==> src/swms_pkg.sv <==
// Shared constants, types and helper functions of the sliding window minimum block.
package swms_pkg;

  // Deepest window the queue storage supports.
  localparam int WINDOW_MAX = 1024;
  localparam int ADDR_W     = $clog2(WINDOW_MAX);
  localparam int CNT_W      = $clog2(WINDOW_MAX) + 1;
  localparam int FILL_W     = CNT_W + 1;

  localparam int DATA_W     = 32;
  localparam int SUM_W      = 64;
  localparam int WIN_W      = 11;
  localparam int CFG_IDX_W  = 3;

  // Configuration register indexes.
  localparam logic [CFG_IDX_W-1:0] CFG_WINDOW_SIZE = 3'd0;
  localparam logic [CFG_IDX_W-1:0] CFG_SEED_COUNT  = 3'd1;
  localparam logic [CFG_IDX_W-1:0] CFG_GEN_A       = 3'd2;
  localparam logic [CFG_IDX_W-1:0] CFG_GEN_B       = 3'd3;
  localparam logic [CFG_IDX_W-1:0] CFG_GEN_C       = 3'd4;

  // Strobes from the queue sequencer to the value generator.
  typedef struct packed {
    logic load;    // input beat accepted: capture sample and products
    logic commit;  // form the new value and advance the history
  } gen_ctl_t;

  // New value and item count from the value generator.
  typedef struct packed {
    logic [DATA_W-1:0] value;
    logic [31:0]       items_seen;
  } gen_res_t;

  // Signed minimum of two 32-bit words.
  function automatic logic [DATA_W-1:0] smin(input logic [DATA_W-1:0] a,
                                             input logic [DATA_W-1:0] b);
    logic [DATA_W-1:0] m;
    m = ($signed(a) < $signed(b)) ? a : b;
    return m;
  endfunction

endpackage

==> src/swms_gen.sv <==
// Value generator: seeded input samples, then a second-order recurrence.
module swms_gen (
  input  logic                     clk,
  input  logic                     rst_n,
  input  swms_pkg::gen_ctl_t       ctl,
  input  logic [swms_pkg::DATA_W-1:0] sample,
  input  logic [31:0]              seed_count,
  input  logic [swms_pkg::DATA_W-1:0] gen_a,
  input  logic [swms_pkg::DATA_W-1:0] gen_b,
  input  logic [swms_pkg::DATA_W-1:0] gen_c,
  output swms_pkg::gen_res_t       res
);

  logic [swms_pkg::DATA_W-1:0] prod_a_r, prod_b_r, sample_r;
  logic                        seeded_r;
  logic [swms_pkg::DATA_W-1:0] last_r, before_r, value_r;
  logic [31:0]                 seen_r;
  logic [swms_pkg::DATA_W-1:0] value_nxt;

  // The new value: the captured sample while seeding, else the wrapped recurrence.
  always_comb begin
    if (seeded_r) begin
      value_nxt = sample_r;
    end else begin
      value_nxt = prod_a_r + prod_b_r + gen_c;
    end
  end

  // Products are registered at the input beat; history advances on commit.
  always_ff @(posedge clk) begin
    if (ctl.load) begin
      prod_a_r <= swms_pkg::DATA_W'(gen_a * before_r);
      prod_b_r <= swms_pkg::DATA_W'(gen_b * last_r);
      sample_r <= sample;
    end
    if (ctl.commit) begin
      value_r <= value_nxt;
    end
  end

  // History and item counter.
  always_ff @(posedge clk) begin
    if (!rst_n) begin
      last_r   <= '0;
      before_r <= '0;
      seen_r   <= '0;
      seeded_r <= 1'b0;
    end else begin
      if (ctl.load) begin
        seeded_r <= (seen_r < seed_count);
      end
      if (ctl.commit) begin
        last_r   <= value_nxt;
        before_r <= last_r;
        if (seen_r != 32'hFFFF_FFFF) begin
          seen_r <= seen_r + 32'd1;
        end
      end
    end
  end

  assign res.value      = value_r;
  assign res.items_seen = seen_r;

endmodule

==> config.mk <==
export PLATFORM = sky130hd
export DESIGN_NAME = swms_gen
export DESIGN_NICKNAME = d
export VERILOG_FILES = /design/src/swms_pkg.sv /design/src/swms_gen.sv
export SDC_FILE = /design/constraint.sdc
export NUM_CORES = 2
export LEC_CHECK = 0
export BUFFER_PORTS_ARGS = -buffer_cell sky130_fd_sc_hd__buf_2
export CAP_MARGIN = 20
export CORE_MARGIN = 5
export CORE_UTILIZATION = 25
export DETAILED_ROUTE_END_ITERATION = 12
export SYNTH_ARGS = -nofsm -noshare
export SYNTH_HDL_FRONTEND = slang
export SYNTH_SLANG_ARGS = --single-unit
==> constraint.sdc <==
create_clock -name clk -period 8.2 [get_ports clk]
set_input_delay 2.05 -clock clk [delete_from_list [all_inputs] [get_ports clk]]
set_output_delay 2.05 -clock clk [all_outputs]
set_load 0.01 [all_outputs]
==> metrics <==
post-synthesis sequential area ratio=13.7%; Worst Path Max Fanout=7; Area growth syn-to-layout=16.9%; hold_sp=before_r[31]; Hold EP=before_r[31]; Synth Register Bits=225; final core occ=29.5%; area of the multi-input gates=32900 um^2; Placed Instance Area=47900 um^2; clk_lat worst skew=0.58 ns; Routed WL=131000 um; Core Area=167000 um^2; Max Fclk=0.124 GHz; Final GP Congestion=0.906; root buffer selected by CTS=clkbuf_16; dominant synthesized flop cell=edfxtp_1; CTS Buf Count=26; Post-synth ARST share=0%; die area=177000 um^2; r2r startpoint=last_r[6]; Starting Density=25.2%; Setup crit end kind=register; total track usage=14.8%; final hold viol count=0; port buffer count=227; outcome=finished, final reports clean; Worst Path Arrival=8.35 ns; DRC Markers=0; fraction of layout cells with a size suffix above 1=14.4%; Cells after Synth=4450; Max Cap Viol=0; DPL Wire Length=111000 um; CP required=8.51 ns; R2R cell count=23; post-route clock period utilization=98.1%; routed len/inst=18.5 um; most common cell after layout, fill and taps aside=inv_1; most frequent cells in the layout=inv_1 (848), fa_1 (831), nand2_1 (577); Post-synth EDFFs=128; post-synth top area share=40.3%; first-pass iteration count of the detailed router=5; syn_area_per_cell=9.48 um^2; CTS tree=yes; Register Area=5790 um^2; IO Pins=228; Die W=421 um; max-slew violation count=0; post-route ant nets=0; worst r2r dst=prod_b_r[30]; yosys warns=0; critical path class=primary input to register; r2r setup slk=0.67 ns; mapped cell area=42200 um^2; vias in the first global route=33800; Fin Setup TNS=0 ns; Synth area leaders=fa_1 (40%), ha_1 (9.1%), edfxtp_1 (9.1%); initial antenna violation count=23; crit path time final=8.04 ns; Worst Tran Pin Value=1.09 ns; Vias per Instance=4.43; clk_skew=0.0259 ns; largest net degree at the start of global routing=73; Final setup viols=0; total gr overflow=0; fillers=17600; Slew headroom=27.0%; Post-Syn Nets=5770; Cell variety after synth=70; CTS HTree Levels=1; worst hold stages=2; # clock sinks=225; final worst slack=0.156 ns; initial drt markers=1929; layout net count=6125; Die Y=421 um; first-pass GRT wire length=202000 um; FP Rows=150; largest area contributor in the netlist=fa_1; clk buf depth=3; clock slew at reported path FFs=0.06 ns; crit start category=primary input; worst min path class=register to register; Finished Cell Area=49300 um^2; pre-CTS WS=-0.726 ns; total via count in the routed design=31200
## critical path: stages
cell	delay [ns]
clkbuf_4	0.17
and2_4	0.18
fa_1	0.55
fa_1	0.43
fa_1	0.51
inv_1	0.06
fa_1	0.54
inv_1	0.05
fa_1	0.49
fa_1	0.44
fa_1	0.50
fa_1	0.58
ha_4	0.23
a21o_1	0.15
a21o_1	0.16
a21o_1	0.18
o2bb2ai_2	0.12
a31o_4	0.22
a41oi_2	0.19
o21bai_1	0.11
a21oi_2	0.21
a21oi_2	0.08
xor2_1	0.14
## synthesized netlist by cell type (3+ instances only)
master / instances
clkbuf_1: 205
a31oi_1: 8
xnor2_1: 157
a21oi_1: 82
nand4_1: 22
buf_1: 5
mux2i_1: 46
o21bai_1: 11
nand3_1: 27
o21a_1: 17
o21ai_1: 5
nor3_1: 15
inv_1: 852
and2_1: 571
nor2b_1: 17
edfxtp_1: 128
xor2_1: 67
a211o_1: 3
a21boi_0: 3
o21ai_0: 81
nand2b_1: 15
or2_2: 6
and3_1: 11
dfxtp_1: 97
o211ai_1: 5
and4_1: 5
a211oi_1: 18
or3_1: 8
nor2_1: 124
ha_1: 308
o2111ai_1: 3
a21o_1: 44
nand2_1: 578
fa_1: 848
nor4_1: 3
o21ba_2: 5
o31ai_1: 4
## kinds of logic after synthesis
kind of cell | count (synthesis) | synth area share (%)
AO/OA/AOI/OAI | 323 | 4.95
XOR/XNOR | 224 | 4.65
adder cells (fa/ha/maj) | 1156 | 49.4
buffers and inverters | 1066 | 9.50
flip-flops | 225 | 13.7
multiplexers | 48 | 1.15
AND/OR/NAND/NOR | 1408 | 16.7
## how the worst max path moves through the flow
| stage | cells past startpoint | slack [ns] | end | from |
|---|---|---|---|---|
| finish | 23 | 0.16 | prod_b_r[30] | gen_b[12] |
| global route | 25 | -0.02 | prod_a_r[30] | gen_a[12] |
| CTS | 24 | 0.03 | prod_b_r[31] | gen_b[7] |
| detailed placement | 26 | -0.73 | prod_a_r[30] | gen_a[8] |
| global placement | 26 | -0.66 | prod_a_r[30] | gen_a[8] |
| floorplan | 25 | -0.14 | prod_b_r[31] | gen_b[11] |
## metal layers
layer / GRT usage [%] / vias to the layer above / routed length [um]
met1: 18.7 / 16000 / 53500
met2: 25.9 / 858 / 64100
met4: 6.50 / 6 / 6970
li1: - / 14100 / -
met5: 0 / - / 42
met3: 1.32 / 228 / 5930
## stage by stage
step	std cells	hold WS (ns)
3_3_place_gp	6976	0.550
6_report	7038	0.574
5_1_grt	7034	0.607
2_1_floorplan	4450	0.460
4_1_cts	7025	0.580
3_5_place_dp	6977	0.564
## state kept, by name (all words and copies together) (netlist names)
signal,cells
before_r,32
last_r,32
prod_a_r,32
prod_b_r,32
sample_r,32
seeded_r,1
seen_r,32
value_r,32
## repair_timing
item	4_1_cts	5_1_grt
setup endpoints to repair	3	16
hold endpoints to repair	0	0
hold buffers	0	0
resized for setup	4	130
setup buffers	0	3
pin swaps	0	75
## layout make-up
type	instances	area share, %
Clock inverter	14	0.345
Sequential cell	225	11.7
Timing Repair Buffer	539	7.65
Clock buffer	34	1.51
Tap cell	2204	5.59
Multi-Input combinational cell	3159	66.6
Antenna cell	9	0.0457
Inverter	854	6.50
Power is left out: the tool's default activity adds up to more than one toggle a clock period on the data nets, which glitch-free logic cannot reach.
